==> src/rtl/sacl_ram.sv <==
`default_nettype none
// ----------------------------------------------------------------------------
// sacl_ram
// Generic single-write, single-read RAM with a registered read port.
// ----------------------------------------------------------------------------
module sacl_ram #(
    parameter int WIDTH = 8,
    parameter int DEPTH = 256
) (
    input  wire logic                                   i_clk,
    input  wire logic                                   i_we,
    input  wire logic [(DEPTH > 1 ? $clog2(DEPTH) : 1)-1:0] i_waddr,
    input  wire logic [WIDTH-1:0]                       i_wdata,
    input  wire logic [(DEPTH > 1 ? $clog2(DEPTH) : 1)-1:0] i_raddr,
    output logic      [WIDTH-1:0]                       o_rdata
);

    logic [WIDTH-1:0] r_mem [DEPTH];
    logic [WIDTH-1:0] r_rdata;

    always_ff @(posedge i_clk) begin
        if (i_we) begin
            r_mem[i_waddr] <= i_wdata;
        end
        r_rdata <= r_mem[i_raddr];
    end

    assign o_rdata = r_rdata;

endmodule
`default_nettype wire

==> config.mk <==
export PLATFORM = sky130hd
export DESIGN_NAME = sacl_ram
export DESIGN_NICKNAME = d
export VERILOG_FILES = /design/src/rtl/sacl_ram.sv
export SDC_FILE = /design/constraint.sdc
export NUM_CORES = 2
export LEC_CHECK = 0
export ABC_CLOCK_PERIOD_IN_PS = 2250
export BUFFER_PORTS_ARGS = -buffer_cell sky130_fd_sc_hd__buf_4
export CORE_MARGIN = 1
export CORE_UTILIZATION = 30
export DETAILED_ROUTE_END_ITERATION = 16
export PLACE_DENSITY = 0.51
export REMOVE_ABC_BUFFERS = 1
export SLEW_MARGIN = 0
export SYNTH_ARGS = -nofsm -noshare
export SYNTH_HDL_FRONTEND = slang
export SYNTH_SLANG_ARGS = --single-unit
==> constraint.sdc <==
create_clock -name i_clk -period 2.25 [get_ports i_clk]
set_input_delay 0.225 -clock i_clk [delete_from_list [all_inputs] [get_ports i_clk]]
set_output_delay 0.225 -clock i_clk [all_outputs]
set_load 0.02 [all_outputs]
# Word level (Yosys, flattened, before mapping)
# Memories as Yosys holds them, arrays and structs flattened. A register that Yosys moved wholly into a read port is not among the register bits.
# Cells that the tools add are included.
dict set report totals {
  reg_bits 0
  latch_bits 0
  ramBits 2048
  romBits 0
  elab_cells 3
  memories 1
}
# name words word_bits rd rd_clocked_by_memory_dff write_ports line
set memory_table {}
lappend memory_table {r_mem 256 8 1 1 1 18} ;# logic [WIDTH-1:0] r_mem [DEPTH];
dict set report op_classes {
  addsub 0
  mul 0
  div 0
  n_lt_le_gt_ge 0
  eq_ne 0
  shifts 0
  mux 2
  bitwise 0
  reduce_logical 0
}
# operator n
set ops {}
lappend ops {{two-way mux 1 bit} 2}

# Longest topological paths before layout
dict set report depth {
  word_depth 2
  ltp_mapped 11
}

# Worst setup path after synthesis
# No wires, ideal clock.
dict set report synth_timing {
  path_kind {input to register}
  from {input i_raddr[0] (netlist name)}
  to {register r_rdata[2] (netlist: o_rdata[2]) (read register of r_mem)}
  arrival_ns 2.032
  t_required_ns 2.119
  slack_ns 0.087
  cell_stages 9
  path_buffers 4
  path_cell_list {buf_6 buf_12 buf_8 buf_2 mux4_2 a22oi_1 a21oi_1 nor4_1 nor4_2}
}
# item line
set synth_rtl {}
lappend synth_rtl {{start: declaration} 14} ;# input wire logic [(DEPTH > 1 ? $clog2(DEPTH) : 1)-1:0] i_raddr,
lappend synth_rtl {{end: declaration} 19} ;# logic [WIDTH-1:0] r_rdata;

==> metrics.md <==
| Metric | Value |
|---|---|
| Port bufs | 33 |
| CP startpoint | r_mem[55][1] |
| Maximum operating frequency | about 440 MHz |
| Clk pin slew, worst setup/hold paths | 0.06 ns |
| Reg2Reg Depth | 7 |
| Fin nets | roughly 4,500 |
| Layout overhead on the synthesized area | 22.1% |
| # clock sinks | 2,056 |
| Rel. slew slack | 0.322 |
| Post-DRT Antenna Nets | 0 |
| Biggest area consumer among synthesized cells | edfxtp_1 |
| GPL Wtd Cong | approximately 0.8 |
| Worst endpoint required time | around 3.0 ns |
| Largest net degree at the start of global routing | approximately 130 |
| CP Max Fanout | 1 |
| DR iter-0 viols | a little over 4,000 |
| Initial Utilization | 0.303 |
| Number of enable flip-flop cells after synthesis | between 2,000 and 2,500 |
| Final Slew Violations | 0 |
| Post-DP HPWL | roughly 140,000 microns |
| Crit path launch type | register |
| Fraction of registers with async set/reset | 0 |
| Reg2reg start | r_mem[55][1] |
| Number of synthesized register bits | just over 2,000 |
| Final setup vio count | 1 |
| CTS Buffer Depth | 3 |
| Place WS | -1.11 ns |
| Wire per inst | approximately 26 microns |
| GRT overflow | 0 |
| Vias in the first global route | between 40,000 and 50,000 |
| Post-route minimum period | between 2 and 2.5 ns |
| Core area | ~260,000 sq um |
| Synth cell types | between 50 and 60 |
| Die W | a little over 500 microns |
| RSZ-0062 raised after global routing | yes |
| Initial antenna violation count | 11 |
| Synth warn | 0 |
| CTS root buf | clkbuf_16 |
| DRT Pass-1 Iters | 5 |
| WL final | about 220,000 microns |
| Most common cell in the synthesized netlist | edfxtp_1 |
| Register area share after synthesis | 0.775 |
| DRC | 0 |
| Chip Height | about 520 microns |
| Final Power | slightly above 80 mW |
| Worst r2r dst | o_rdata[1] |
| Num CTS Buffers | approximately 210 |
| Synth top area share | 0.773 |
| Max_cap viols | 0 |
| Final worst slack | -0.0183 ns |
| Postcts setup bufs | 0 |
| Core Rows | about 190 |
| Tot GR Track Use | 0.161 |
| Leakage power | 31.2 nW |
| CP Class | reg -> reg |
| Crit path to | o_rdata[1] |
| Top post-synthesis cells by area | edfxtp_1, mux4_2, mux2i_1 |
| H-tree depth | 4 |
| Layout Skew | between 0.05 and 0.06 ns |
| Syn Area/Cell | between 20 and 25 sq um |
| Final hold violations | 0 |
| Worst skew pair latency | 0.87 ns |
| PwrDens | 838 nW/um^2 |
| Period utilisation layout | 1.01 |
| Status | complete, but fails checks |
| Worst Hold Class | in -> reg |
| Worst-Margin Slew | 1.01 ns |
| Worst vdd ir | roughly 0.86 mV |
| Failing checks | negative setup slack |
| Top_reg_cell synth | edfxtp_1 |
| Ports | 34 |
| Via count | about 41,000 |
| Post-Syn Area | between 70,000 and 80,000 sq um |
| Layout cell share with drive strength beyond 1 | 0.344 |
| Mapped Cells | between 3,000 and 4,000 |
| Reg2reg setup slack | -0.02 ns |
| CTS tree | yes |
| Commonest cells post-synth | edfxtp_1, mux4_2, nor2_1 |
| Die area | 267,000 sq um |
| Critical Path AT | ~3 ns |
| Critical path endpoint category | register |
| First-pass GRT wire length | around 310,000 microns |
| Drt via density | 4.95 |
[critical path, cell delays in order, from the launching register on]
cell and delay [ns]:
edfxtp_1 0.37, mux2i_1 0.20, o22ai_1 0.11, o21ai_0 0.38
nand3_1 0.27, nor4_1 0.59, buf_4 0.23, nor4_1 0.04
[repair_timing]
action | in CTS | in global routing
pin swaps | 9 | 7
gates resized for setup | 39 | 22
hold buffers | 10 | 0
endpoints found under the hold margin | 594 | 0
gates cloned | 0 | 0
endpoints found under the setup margin | 8 | 8
[report_power, final]
group	total (mW)	internal, mW	switching [mW]
Combinational	4.75	1.96	2.79
Sequential	42.3	42.2	0.106
Clock	34.3	19.4	15.0
[cell families after synthesis]
| family | share of synthesized area |
|---|---|
| and+or+nand+nor | 0.0263 |
| muxes | 0.146 |
| AOI/OAI and AO/OA | 0.0342 |
| buffers and inverters | 0.0183 |
| DFF | 0.775 |
[stage by stage]
| stage | std cells | setup TNS, ns | utilization | cell area, sq um | hold slack [ns] |
|---|---|---|---|---|---|
| floorplan | 3500 | -2.74 | - | 78100 | 0.324 |
| global placement | 7805 | -7.06 | 0.342 | 89900 | 0.477 |
| detailed placement | 7805 | -7.24 | 0.342 | 89900 | 0.477 |
| CTS | 8203 | -0.0333 | 0.369 | 97000 | 0.00647 |
| global route | 8205 | -0.0782 | 0.369 | 97100 | 0.0639 |
| finish | 8206 | -0.0183 | 0.369 | 97100 | 0.0754 |
[state kept, by name, indices dropped and copies added, names as in the netlist]
signal and cells:
r_mem 2048, o_rdata 8
[how the worst min path moves through the flow]
stage,start,slack [ns],end,cells past startpoint
6_report,i_waddr[1],0.08,r_mem[171][7],4
3_5_place_dp,i_wdata[1],0.48,r_mem[66][1],1
3_3_place_gp,i_wdata[1],0.48,r_mem[66][1],1
4_1_cts,i_waddr[3],0.006,r_mem[174][2],4
2_1_floorplan,i_wdata[0],0.32,r_mem[0][0],0
5_1_grt,i_waddr[1],0.06,r_mem[171][7],4
[cells in the final DEF (no fill, tap or decap), drive strengths merged, types with 11 or more instances in the layout]
master,instances
nor4,27
mux2i,134
edfxtp,2048
nand3,34
clkinv,106
a221oi,14
buf,787
clkbuf,247
a211oi,16
nor2b,31
a21oi,96
o22ai,28
o21ai,12
nand2,33
bufinv,19
nor3,22
a22oi,133
o221ai,47
nor2,282
mux4,456
inv,11
[area by class of cell]
class | instances | area, sq um
fillers | 24100 | 166000
flip-flops and latches | 2056 | 61700
multi-input cells | 1442 | 16800
repair buffers | 797 | 7380
clock buffers | 247 | 5370
well taps | 3515 | 4400
clock inverters | 143 | 1430
diodes | 4 | 10.0
inverters | 2 | 7.51
[metal layers]
layer	track usage	vias up	routed length [microns]
li1	-	17300	-
met4	0.0436	2	5020
met1	0.221	21800	93800
met5	0	-	13
met3	0.0251	256	11800
met2	0.266	1224	106000
Note: power is estimated with default switching activity, not from simulation.
