## src/rtl/sacl_pkg.sv

```systemverilog
`default_nettype none
// ----------------------------------------------------------------------------
// sacl_pkg
// Shared types and constants for the set-associative LRU cache tag model.
// ----------------------------------------------------------------------------
package sacl_pkg;

    localparam int TAG_W  = 64;
    localparam int AGE_W  = 3;
    localparam int META_W = AGE_W + 1;

    localparam logic [AGE_W-1:0] AGE_MAX = 3'd7;

    localparam logic [1:0] CMD_LOAD   = 2'd0;
    localparam logic [1:0] CMD_STORE  = 2'd1;
    localparam logic [1:0] CMD_MODIFY = 2'd2;
    localparam logic [1:0] CMD_FETCH  = 2'd3;

    localparam logic [1:0] CFG_SET_BITS   = 2'd0;
    localparam logic [1:0] CFG_BLOCK_BITS = 2'd1;
    localparam logic [1:0] CFG_WAYS_USED  = 2'd2;

    typedef struct packed {
        logic hit;
        logic miss;
        logic evict;
    } t_acc_flags;

endpackage
`default_nettype wire

```

## src/rtl/sacl_way_logic.sv

```systemverilog
`default_nettype none
// ----------------------------------------------------------------------------
// sacl_way_logic
// Tag compare, victim choice and LRU age update for one set row.
// ----------------------------------------------------------------------------
module sacl_way_logic #(
    parameter int MAX_WAYS = 8
) (
    input  wire logic [MAX_WAYS*sacl_pkg::TAG_W-1:0]  i_tags,
    input  wire logic [MAX_WAYS*sacl_pkg::META_W-1:0] i_meta,
    input  wire logic [sacl_pkg::TAG_W-1:0]           i_tag,
    input  wire logic [$clog2(MAX_WAYS+1)-1:0]        i_nways,
    output logic      [MAX_WAYS*sacl_pkg::TAG_W-1:0]  o_tags,
    output logic      [MAX_WAYS*sacl_pkg::META_W-1:0] o_meta,
    output sacl_pkg::t_acc_flags                      o_flags
);
    import sacl_pkg::*;

    localparam int NW_W  = $clog2(MAX_WAYS + 1);
    localparam int WAY_W = (MAX_WAYS > 1) ? $clog2(MAX_WAYS) : 1;

    logic [MAX_WAYS-1:0] w_in_use;
    logic [MAX_WAYS-1:0] w_vld;
    logic [MAX_WAYS-1:0] w_hitv;
    logic [MAX_WAYS-1:0] w_freev;
    logic [MAX_WAYS-1:0] w_is_max;
    logic [AGE_W-1:0]    w_age [MAX_WAYS];
    logic [WAY_W-1:0]    w_hit_way;
    logic [WAY_W-1:0]    w_free_way;
    logic [WAY_W-1:0]    w_old_way;
    logic [WAY_W-1:0]    w_way;
    logic                w_hit;
    logic                w_found_free;
    logic                w_was_valid;
    logic [AGE_W-1:0]    w_old_age;

    always_comb begin
        for (int i = 0; i < MAX_WAYS; i++) begin
            w_in_use[i] = NW_W'(i) < i_nways;
            w_vld[i]    = i_meta[i*META_W + AGE_W];
            w_age[i]    = i_meta[i*META_W +: AGE_W];
            w_hitv[i]   = w_in_use[i] && w_vld[i] && (i_tags[i*TAG_W +: TAG_W] == i_tag);
            w_freev[i]  = w_in_use[i] && !w_vld[i];
        end
    end

    always_comb begin
        logic ok;
        for (int i = 0; i < MAX_WAYS; i++) begin
            ok = w_in_use[i];
            for (int j = 0; j < MAX_WAYS; j++) begin
                if (j != i && w_in_use[j]) begin
                    if (j < i && w_age[j] >= w_age[i]) begin
                        ok = 1'b0;
                    end
                    if (j > i && w_age[j] > w_age[i]) begin
                        ok = 1'b0;
                    end
                end
            end
            w_is_max[i] = ok;
        end
    end

    always_comb begin
        w_hit_way  = '0;
        w_free_way = '0;
        w_old_way  = '0;
        for (int i = MAX_WAYS - 1; i >= 0; i--) begin
            if (w_hitv[i]) begin
                w_hit_way = WAY_W'(i);
            end
            if (w_freev[i]) begin
                w_free_way = WAY_W'(i);
            end
            if (w_is_max[i]) begin
                w_old_way = WAY_W'(i);
            end
        end
    end

    assign w_hit        = |w_hitv;
    assign w_found_free = |w_freev;
    assign w_way        = w_hit ? w_hit_way : (w_found_free ? w_free_way : w_old_way);
    assign w_was_valid  = w_hit || !w_found_free;

    always_comb begin
        w_old_age = '0;
        for (int i = 0; i < MAX_WAYS; i++) begin
            if (WAY_W'(i) == w_way) begin
                w_old_age = w_age[i];
            end
        end
    end

    always_comb begin
        o_tags = i_tags;
        o_meta = i_meta;
        for (int i = 0; i < MAX_WAYS; i++) begin
            if (WAY_W'(i) == w_way) begin
                o_tags[i*TAG_W +: TAG_W]   = i_tag;
                o_meta[i*META_W +: META_W] = {1'b1, {AGE_W{1'b0}}};
            end else if (w_in_use[i] && w_vld[i]) begin
                if ((!w_was_valid || w_age[i] < w_old_age) && w_age[i] < AGE_MAX) begin
                    o_meta[i*META_W +: AGE_W] = w_age[i] + AGE_W'(1);
                end
            end
        end
    end

    assign o_flags.hit   = w_hit;
    assign o_flags.miss  = !w_hit;
    assign o_flags.evict = !w_hit && !w_found_free;

endmodule
`default_nettype wire

```

## config.mk

```make
export PLATFORM = sky130hd
export DESIGN_NAME = sacl_way_logic
export DESIGN_NICKNAME = d
export VERILOG_FILES = /design/src/rtl/sacl_pkg.sv /design/src/rtl/sacl_way_logic.sv
export SDC_FILE = /design/constraint.sdc
export NUM_CORES = 1
export LEC_CHECK = 0
export BUFFER_PORTS_ARGS = -buffer_cell sky130_fd_sc_hd__buf_4
export CORE_AREA = 3 3 449 451
export DETAILED_ROUTE_END_ITERATION = 6
export DIE_AREA = 0 0 452 454
export PLACE_DENSITY = 0.3
export REMOVE_ABC_BUFFERS = 1
export SYNTH_ARGS = -nofsm -noshare
export SYNTH_HDL_FRONTEND = slang
export SYNTH_SLANG_ARGS = --single-unit
```

## constraint.sdc

```tcl
create_clock -name vclk -period 10.8
set_input_delay 2.16 -clock vclk [all_inputs]
set_output_delay 2.16 -clock vclk [all_outputs]
set_load 0.05 [all_outputs]
```

# After elaboration in Yosys (flattened, before gate mapping)
# Index checks and enable logic that the tools add are counted.
[word_totals] ff_bits=0 inputBits=612 elab_cells=345 out_inout_bits=547
[classes] reduce_logical=56 n_lt_le_gt_ge=80 eq_ne=15 muxes=186 addsub=8
[ops] op="$eq 64x64->1" n=8
[ops] op="$mux 64" n=8
[ops] op="$mux 3" n=58
[ops] op="$mux 1" n=120
[ops] op="$ge 3x3->1" n=28
[ops] op="$gt 3x3->1" n=28
[ops] op="$logic_and 1x1->1" n=33
[ops] op="$add 3x1->3 const B" n=8
[ops] op="$lt 3x3->1" n=8
[ops] op="$lt 3x3->1 const B" n=8
[ops] op="$lt 3x4->1 const A" n=4
[ops] op="$reduce_or 8->1" n=2
[ops] op="$eq 3x3->1 const A" n=4
[ops] op="$logic_not 1->1" n=11
[ops] op="$logic_or 1x1->1" n=9
[ops] op="$lt 1x4->1 const A" n=2
[ops] op="$lt 2x4->1 const A" n=2
[ops] op="$eq 2x3->1 const A" n=2
[ops] op="$eq 1x3->1 const A" n=1
[ops] op="$logic_not 3->1" n=1

# Depth between registers and ports, before layout
# Gate-level depths: netlist of the first run.
[logic_depth] word_depth=40 mapped_depth=26 mapped_depth_nobuf=24

# Worst setup path after synthesis of the first run
# OpenSTA, ideal clock, no wires.
[synth_path] path_kind="input to output" start="in i_meta[12] (netlist bit)" end="out o_meta[5] (netlist bit)" path_stages=24 arrival_ns=8.024 required_ns=8.640 path_buffers=2 path_slack_ns=0.616 cell_sequence="clkbuf_1 -> inv_1 -> ha_1 -> and3_1 -> a31oi_1 -> nand3b_1 -> nor4_1 -> o311ai_0 -> o211a_1 -> or4_4 -> nand2_2 -> clkbuf_1 -> nand3_1 -> o21a_1 -> o22ai_1 -> a32oi_1 -> o211ai_1 -> o21ai_0 -> ha_1 -> or2_2 -> a2111oi_0 -> or3_1 -> nand2_1 -> a21boi_0"
[synth_between] elab_chain_cells=36 elab_cells_between_ends=122
[synth_lines] item="from (decl)" line_no="sacl_way_logic.sv:10" text="input wire logic [MAX_WAYS*sacl_pkg::META_W-1:0] i_meta,"
[synth_lines] item="$ge 3x3->1" line_no="sacl_way_logic.sv:53" text="if (j < i && w_age[j] >= w_age[i]) begin"
[synth_lines] item="$mux 1" line_no="sacl_way_logic.sv:53"
[synth_lines] item="$mux 1" line_no="sacl_way_logic.sv:52" text="if (j != i && w_in_use[j]) begin"
[synth_lines] item="$mux 1" line_no="sacl_way_logic.sv:53"
[synth_lines] item="$mux 1" line_no="sacl_way_logic.sv:52"
[synth_lines] item="$mux 1" line_no="sacl_way_logic.sv:53"
[synth_lines] item="$mux 1" line_no="sacl_way_logic.sv:52"
[synth_lines] item="$mux 1" line_no="sacl_way_logic.sv:56" text="if (j > i && w_age[j] > w_age[i]) begin"
[synth_lines] item="[13 not listed]"
[synth_lines] item="$logic_not 3->1" line_no="sacl_way_logic.sv:90" text="if (WAY_W'(i) == w_way) begin"
[synth_lines] item="$mux 3 (8 in a row)" line_no="sacl_way_logic.sv:90"
[synth_lines] item="$lt 3x3->1" line_no="sacl_way_logic.sv:104" text="if ((!w_was_valid || w_age[i] < w_old_age) && w_age[i] < AGE_MAX) begin"
[synth_lines] item="$logic_or 1x1->1" line_no="sacl_way_logic.sv:104"
[synth_lines] item="$logic_and 1x1->1" line_no="sacl_way_logic.sv:104"
[synth_lines] item="$mux 3" line_no="sacl_way_logic.sv:104"
[synth_lines] item="$mux 3" line_no="sacl_way_logic.sv:103" text="end else if (w_in_use[i] && w_vld[i]) begin"
[synth_lines] item="$mux 3 *" line_no="sacl_way_logic.sv:100" text="if (WAY_W'(i) == w_way) begin"
[synth_lines] item="to (decl)" line_no="sacl_way_logic.sv:14" text="output logic [MAX_WAYS*sacl_pkg::META_W-1:0] o_meta,"
# Every way passes the cells marked *; elsewhere a longest branch is shown, timed or not.

# Final worst setup path of the first run
[layout_path] start="in i_tag[38] (netlist bit)" end="out o_meta[24] (netlist bit)"
[layout_between] elab_chain_cells=26 elab_cells_between_ends=50
[layout_lines] item="from (decl)" line_no="sacl_way_logic.sv:11" text="input wire logic [sacl_pkg::TAG_W-1:0] i_tag,"
[layout_lines] item="$eq 64x64->1" line_no="sacl_way_logic.sv:42" text="w_hitv[i] = w_in_use[i] && w_vld[i] && (i_tags[i*TAG_W +: TAG_W] == i_tag);"
[layout_lines] item="$logic_and 1x1->1" line_no="sacl_way_logic.sv:42"
[layout_lines] item="$mux 3 (8 in a row)" line_no="sacl_way_logic.sv:70" text="if (w_hitv[i]) begin"
[layout_lines] item="$mux 3" line_no="sacl_way_logic.sv:84" text="assign w_way = w_hit ? w_hit_way : (w_found_free ? w_free_way : w_old_way);"
[layout_lines] item="$logic_not 3->1" line_no="sacl_way_logic.sv:90"
[layout_lines] item="$mux 3 (8 in a row)" line_no="sacl_way_logic.sv:90"
[layout_lines] item="$lt 3x3->1" line_no="sacl_way_logic.sv:104"
[layout_lines] item="$logic_or 1x1->1" line_no="sacl_way_logic.sv:104"
[layout_lines] item="$logic_and 1x1->1" line_no="sacl_way_logic.sv:104"
[layout_lines] item="$mux 3" line_no="sacl_way_logic.sv:104"
[layout_lines] item="$mux 3" line_no="sacl_way_logic.sv:103"
[layout_lines] item="$mux 3 *" line_no="sacl_way_logic.sv:100"
# Marked as above.

==> results of run 1 <==
-- kinds of logic (layout without fill, tap and decap cells) --
| group | count (synthesis) | count (layout) | share of synthesized area |
|---|---|---|---|
| multiplexers | 251 | 251 | 0.157 |
| adder cells (fa/ha/maj) | 100 | 100 | 0.0694 |
| AND/OR/NAND/NOR | 1407 | 1407 | 0.366 |
| buffers and inverters | 255 | 1386 | 0.0651 |
| XOR/XNOR | 516 | 516 | 0.251 |
| other | 0 | 33 | 0 |
| AO/OA/AOI/OAI | 244 | 244 | 0.0915 |
-- synthesized netlist by cell type, types with 5 or more instances --
library cell and n:
nor2_1 84, buf_1 14, buf_2 116, and3_1 11, and4b_1 6, nand3b_1 16
a21oi_1 55, buf_4 5, nand4b_1 17, nand2_1 849, or3_1 10, xor2_1 167
mux2_2 248, or2_2 13, nand2b_1 14, nand4_1 160, inv_1 35, o22ai_1 7
xnor2_1 347, nor4b_1 6, a311oi_1 5, clkbuf_1 77, nand3_1 48, nor2b_1 17
o211ai_1 13, o21ai_1 7, or4_1 14, a31oi_1 9, nor3_1 29, a21o_1 6
buf_6 7, a211oi_1 19, a22oi_1 5, ha_1 100, and2_1 5, o21ai_0 52
nor4_1 79, o21a_1 11
-- worst max path at each step --
stage,start,to,slack [ns],depth (start not counted)
2_1_floorplan,i_nways[3],o_meta[5],-1.15,20
3_3_place_gp,i_tag[63],o_meta[5],-0.39,25
3_5_place_dp,i_tag[63],o_meta[5],-0.24,25
4_1_cts,i_nways[3],o_meta[5],0.02,25
5_1_grt,i_meta[26],o_meta[24],0.05,26
6_report,i_tag[38],o_meta[24],0.24,26
-- per-stage QoR --
stage	TNS, ns	hold slack, ns	total power [mW]	cells	utilization
finish	0	4.70	2.51	6577	0.156
floorplan	-50.34	4.57	1.20	2554	-
detailed placement	-0.676	4.70	2.51	6544	0.155
global placement	-1.81	4.70	2.51	6544	0.155
global route	0	4.71	2.59	6566	0.156
CTS	0	4.70	2.51	6544	0.155
-- worst max-delay path: cells and delay by family --
family | cells | cell delay [ns]
XOR/XNOR | 1 | 0.18
AO/OA/AOI/OAI | 10 | 2.07
AND/OR/NAND/NOR | 8 | 2.08
buffers and inverters | 6 | 1.60
adder cells (fa/ha/maj) | 1 | 0.27
-- per-layer routing --
metal / vias up / part of all wire
li1: 11900 / -
met5: - / 0.000096
met3: 322 / 0.080
met2: 1483 / 0.48
met1: 14100 / 0.39
met4: 4 / 0.047
-- layout make-up --
type	count	area share
multi-input combinational	2518	0.551
inverter	36	0.00438
timing repair buffer	1350	0.335
tap	2640	0.107
antenna	33	0.00268
-- power groups by stage --
stage / Sequential [mW] / Combinational, mW / Clock, mW
final: 0 / 2.51 / 0.000000264
after global placement: 0 / 2.51 / 0
after detailed placement: 0 / 2.51 / 0
after global routing: 0 / 2.59 / 0.000000278
after CTS: 0 / 2.51 / 0
after floorplan: 0 / 1.20 / 0
==> results.yml, run 1 <==
timing:
  min_period_ns: 10.56
  period_share: 0.978
  setup_ws_ns: 0.236
  hold_viol: 0
  max_freq_mhz: 94.7
  rsz0062_at_grt: "no"
  setup_violations: 0
  slew_headroom: 0.209
  slew_violations: 0
  tightest_slew_ns: 1.18
final_layout:
  final_cell_mix: "1334 x buf_4, 846 x nand2_1, 346 x xnor2_1, 248 x mux2_2, 167 x xor2_1"
  nets: 4618
  multi_input_area_um2: 17000
  area_growth_pct: 71.0
  flops_and_latches: 0
  n_clock_buffer: 0
  nFillCells: 22900
  design_area_um2: 30800
  regArea_um2: 0
  final_common_cell: "buf_4"
  final_layout_size_suffix_gt1_frac: 0.424
route:
  vias: 27800
  post_drt_wl_per_cell_um: 42.6
  drc: 0
  dr.pass1.iters: 5
  via_per_inst: 4.22
  totalWireLength_mm: 280
  dr.first_iter.drc_count: 2492
  antenna_left: 0
hold_path:
  hold_class: "in2out"
  hold_path_depth: 4
  hold_start: "i_tags[267]"
  min_to: "o_tags[267]"
logic_synthesis:
  post-synth-top-area-cell: "nand2_1"
  ys_seq_area_frac: 0
  syn_avg_cell_area_um2: 6.50
  synth_area_um2: 18000
  synth_cell_type_count: 90
  synth_top_area_frac: 0.177
  syn_inst: 2773
  yosys-top-cells-area: "nand2_1 18%, xnor2_1 17%, mux2_2 15%, xor2_1 8.1%, ha_1 6.9%"
  ys_warn_count: 0
die:
  boundaryPins: 1159
  dieArea_um2: 205000
  start_util: 0.0912
  rows: 163
  core_area_um2: 198000
  dieHeight_um: 454
  die_x_um: 452
global_route:
  use_met2: 0.448
  grt.total_usage: 0.258
  grtUsageMet3: 0.0716
  grt_pass1_vias: 27700
  grt_pass1_wl_mm: 339
  grt_use_met1: 0.300
  grt_max_degree: 68
  antenna_found_initial: 95
  busiest_layer: "met2"
  overflow: 0
pwr:
  vdd_ir_drop_max_mv: 0.0411
  clkPwrFrac: 0
  switching_share: 0.703
  power_frac_comb: 1.000
  leakagePower_nw: 13.5
  switching_power_mw: 1.76
  p_seq_frac: 0
  powerDensity_nw_per_um2: 81.4
  intPower_mw: 0.747
critical_path:
  max_stage_delay_ns: 0.67
  worstPathMaxFanout: 11
  path_common_cell: "buf_4"
  crit_slowest_cell: "a21oi_1"
  cp.arrival_ns: 8.40
  cp.required_ns: 8.64
  crit_type: "in2out"
  start_kind: "primary input"
  end_kind: "output port"
place:
  placed_cell_area_um2: 30700
  io_buffers: 1159
  place_ws_ns: -0.235
  post-dp-hpwl_mm: 244
  gp_congestion: 0.916
cts:
  postCtsHoldBufs: 0
  post_cts_buffers: 0
  cts_resized: 1
flow_run:
  maxCapViolations: 0
run_status:
  status: "complete, no violations"
Note: power is estimated with default switching activity, not from simulation.
==> run 2: changes to the inputs <==
--- a/config.mk
+++ b/config.mk
@@ -5,7 +5,7 @@
 export SDC_FILE = /design/constraint.sdc
 export NUM_CORES = 1
 export LEC_CHECK = 0
-export BUFFER_PORTS_ARGS = -buffer_cell sky130_fd_sc_hd__buf_4
+export BUFFER_PORTS_ARGS = -buffer_cell sky130_fd_sc_hd__buf_2
 export CORE_AREA = 3 3 449 451
 export DETAILED_ROUTE_END_ITERATION = 6
 export DIE_AREA = 0 0 452 454
==> results.yml, run 2 (synthesis results as in run 1) <==
run_status:
  status: "complete, no violations"
global_route:
  overflow: 0
  grt_max_degree: 71
  grt.total_usage: 0.257
  antenna_found_initial: 118
  grt_pass1_vias: 27900
  grt_pass1_wl_mm: 339
die:
  dieArea_um2: 205000
  core_area_um2: 198000
  dieHeight_um: 454
  die_x_um: 452
  boundaryPins: 1159
  rows: 163
  start_util: 0.0912
route:
  antenna_left: 0
  drc: 0
  dr.first_iter.drc_count: 2443
  via_per_inst: 4.23
  vias: 27900
  totalWireLength_mm: 278
  dr.pass1.iters: 5
  post_drt_wl_per_cell_um: 42.1
pwr:
  p_total_mw: 2.39
  vdd_ir_drop_max_mv: 0.0418
  leakagePower_nw: 12.7
  powerDensity_nw_per_um2: 83.4
hold_path:
  hold_class: "in2out"
timing:
  slew_violations: 0
  slew_headroom: 0.259
  whs_ns: 4.72
  rsz0062_at_grt: "no"
  hold_viol: 0
  period_share: 0.973
  tightest_slew_ns: 1.10
  setup_violations: 0
  min_period_ns: 10.51
  max_freq_mhz: 95.1
  setup_ws_ns: 0.289
final_layout:
  regArea_um2: 0
  final_common_cell: "buf_2"
  nets: 4623
  design_area_um2: 28700
  area_growth_pct: 58.9
  final_layout_size_suffix_gt1_frac: 0.425
  nFillCells: 23300
  flops_and_latches: 0
  n_clock_buffer: 0
  final_cell_mix: "1132 x buf_2, 846 x nand2_1, 346 x xnor2_1, 248 x mux2_2, 167 x xor2_1"
  finalNonFillerCells: 6591
place:
  post-dp-hpwl_mm: 242
  io_buffers: 1159
  placed_cell_area_um2: 28500
  dp.cells: 6549
  place_ws_ns: -0.317
  gp_congestion: 0.928
critical_path:
  cp.arrival_ns: 8.35
  endpoint: "o_meta[24]"
  crit_path_start: "i_tag[13]"
  start_kind: "primary input"
  worstPathMaxFanout: 11
  cp.required_ns: 8.64
  end_kind: "output port"
  crit_type: "in2out"
flow_run:
  maxCapViolations: 0
cts:
  post_cts_buffers: 0
run 2: worst min path at each step:
stage | startpoint | endpoint | slack, ns | depth (start not counted)
after floorplan | i_meta[11] | o_meta[11] | 4.57 | 1
after global placement | i_tags[400] | o_tags[400] | 4.72 | 4
after detailed placement | i_tags[438] | o_tags[438] | 4.72 | 4
after CTS | i_tags[438] | o_tags[438] | 4.72 | 4
after global routing | i_tags[437] | o_tags[437] | 4.74 | 4
final | i_tags[438] | o_tags[438] | 4.72 | 4
run 2: through the flow:
stage                util  TNS [ns]
finish              0.145         0
global route        0.145         0
CTS                 0.144         0
detailed placement  0.144    -0.505
global placement    0.144     -1.76
floorplan               -    -50.34
run 2: area by class of cell:
class                      count  area (um2)  share of cell area
multi-input combinational   2518       17000               0.593
timing repair buffer        1355        8130               0.284
tap                         2640        3300               0.115
inverter                      36         135             0.00472
antenna                       42         105             0.00367
run 2: power by group:
| group | switching (mW) | internal [mW] | total [mW] |
|---|---|---|---|
| clock | 0 | 0.000000360 | 0.000000360 |
| sequential | 0 | 0 | 0 |
| combinational | 1.76 | 0.627 | 2.39 |
run 2: metal layers:
metal / global-route usage / share of wire / up-vias
met4: 0.0841 / 0.042 / 18
met5: 0 / 0.00042 / -
met3: 0.0694 / 0.079 / 363
met2: 0.452 / 0.49 / 1496
met1: 0.299 / 0.39 / 14100
li1: - / - / 11900
run 2: repair_timing:
action                     4_1_cts  5_1_grt
setup endpoints to repair        8       10
pin swaps                        0        0
hold buffers                     0        0
gates resized for setup          2        6
run 2: critical path: stages:
cell and delay (ns):
buf_2 0.76, xnor2_1 0.23, nand4_1 0.20, or3_1 0.34, or4_1 0.56, o211ai_2 0.42
a2111oi_4 0.17, or2_4 0.31, nor2_4 0.09, a21oi_1 0.07, o21a_1 0.17, o22ai_1 0.23
a32oi_1 0.14, o211ai_1 0.16, o21ai_0 0.17, buf_4 0.19, buf_4 0.17, ha_1 0.27
or2_2 0.09, a21oi_1 0.06, a21oi_1 0.68, a211oi_1 0.10, a211oi_1 0.25, buf_4 0.16
buf_12 0.13
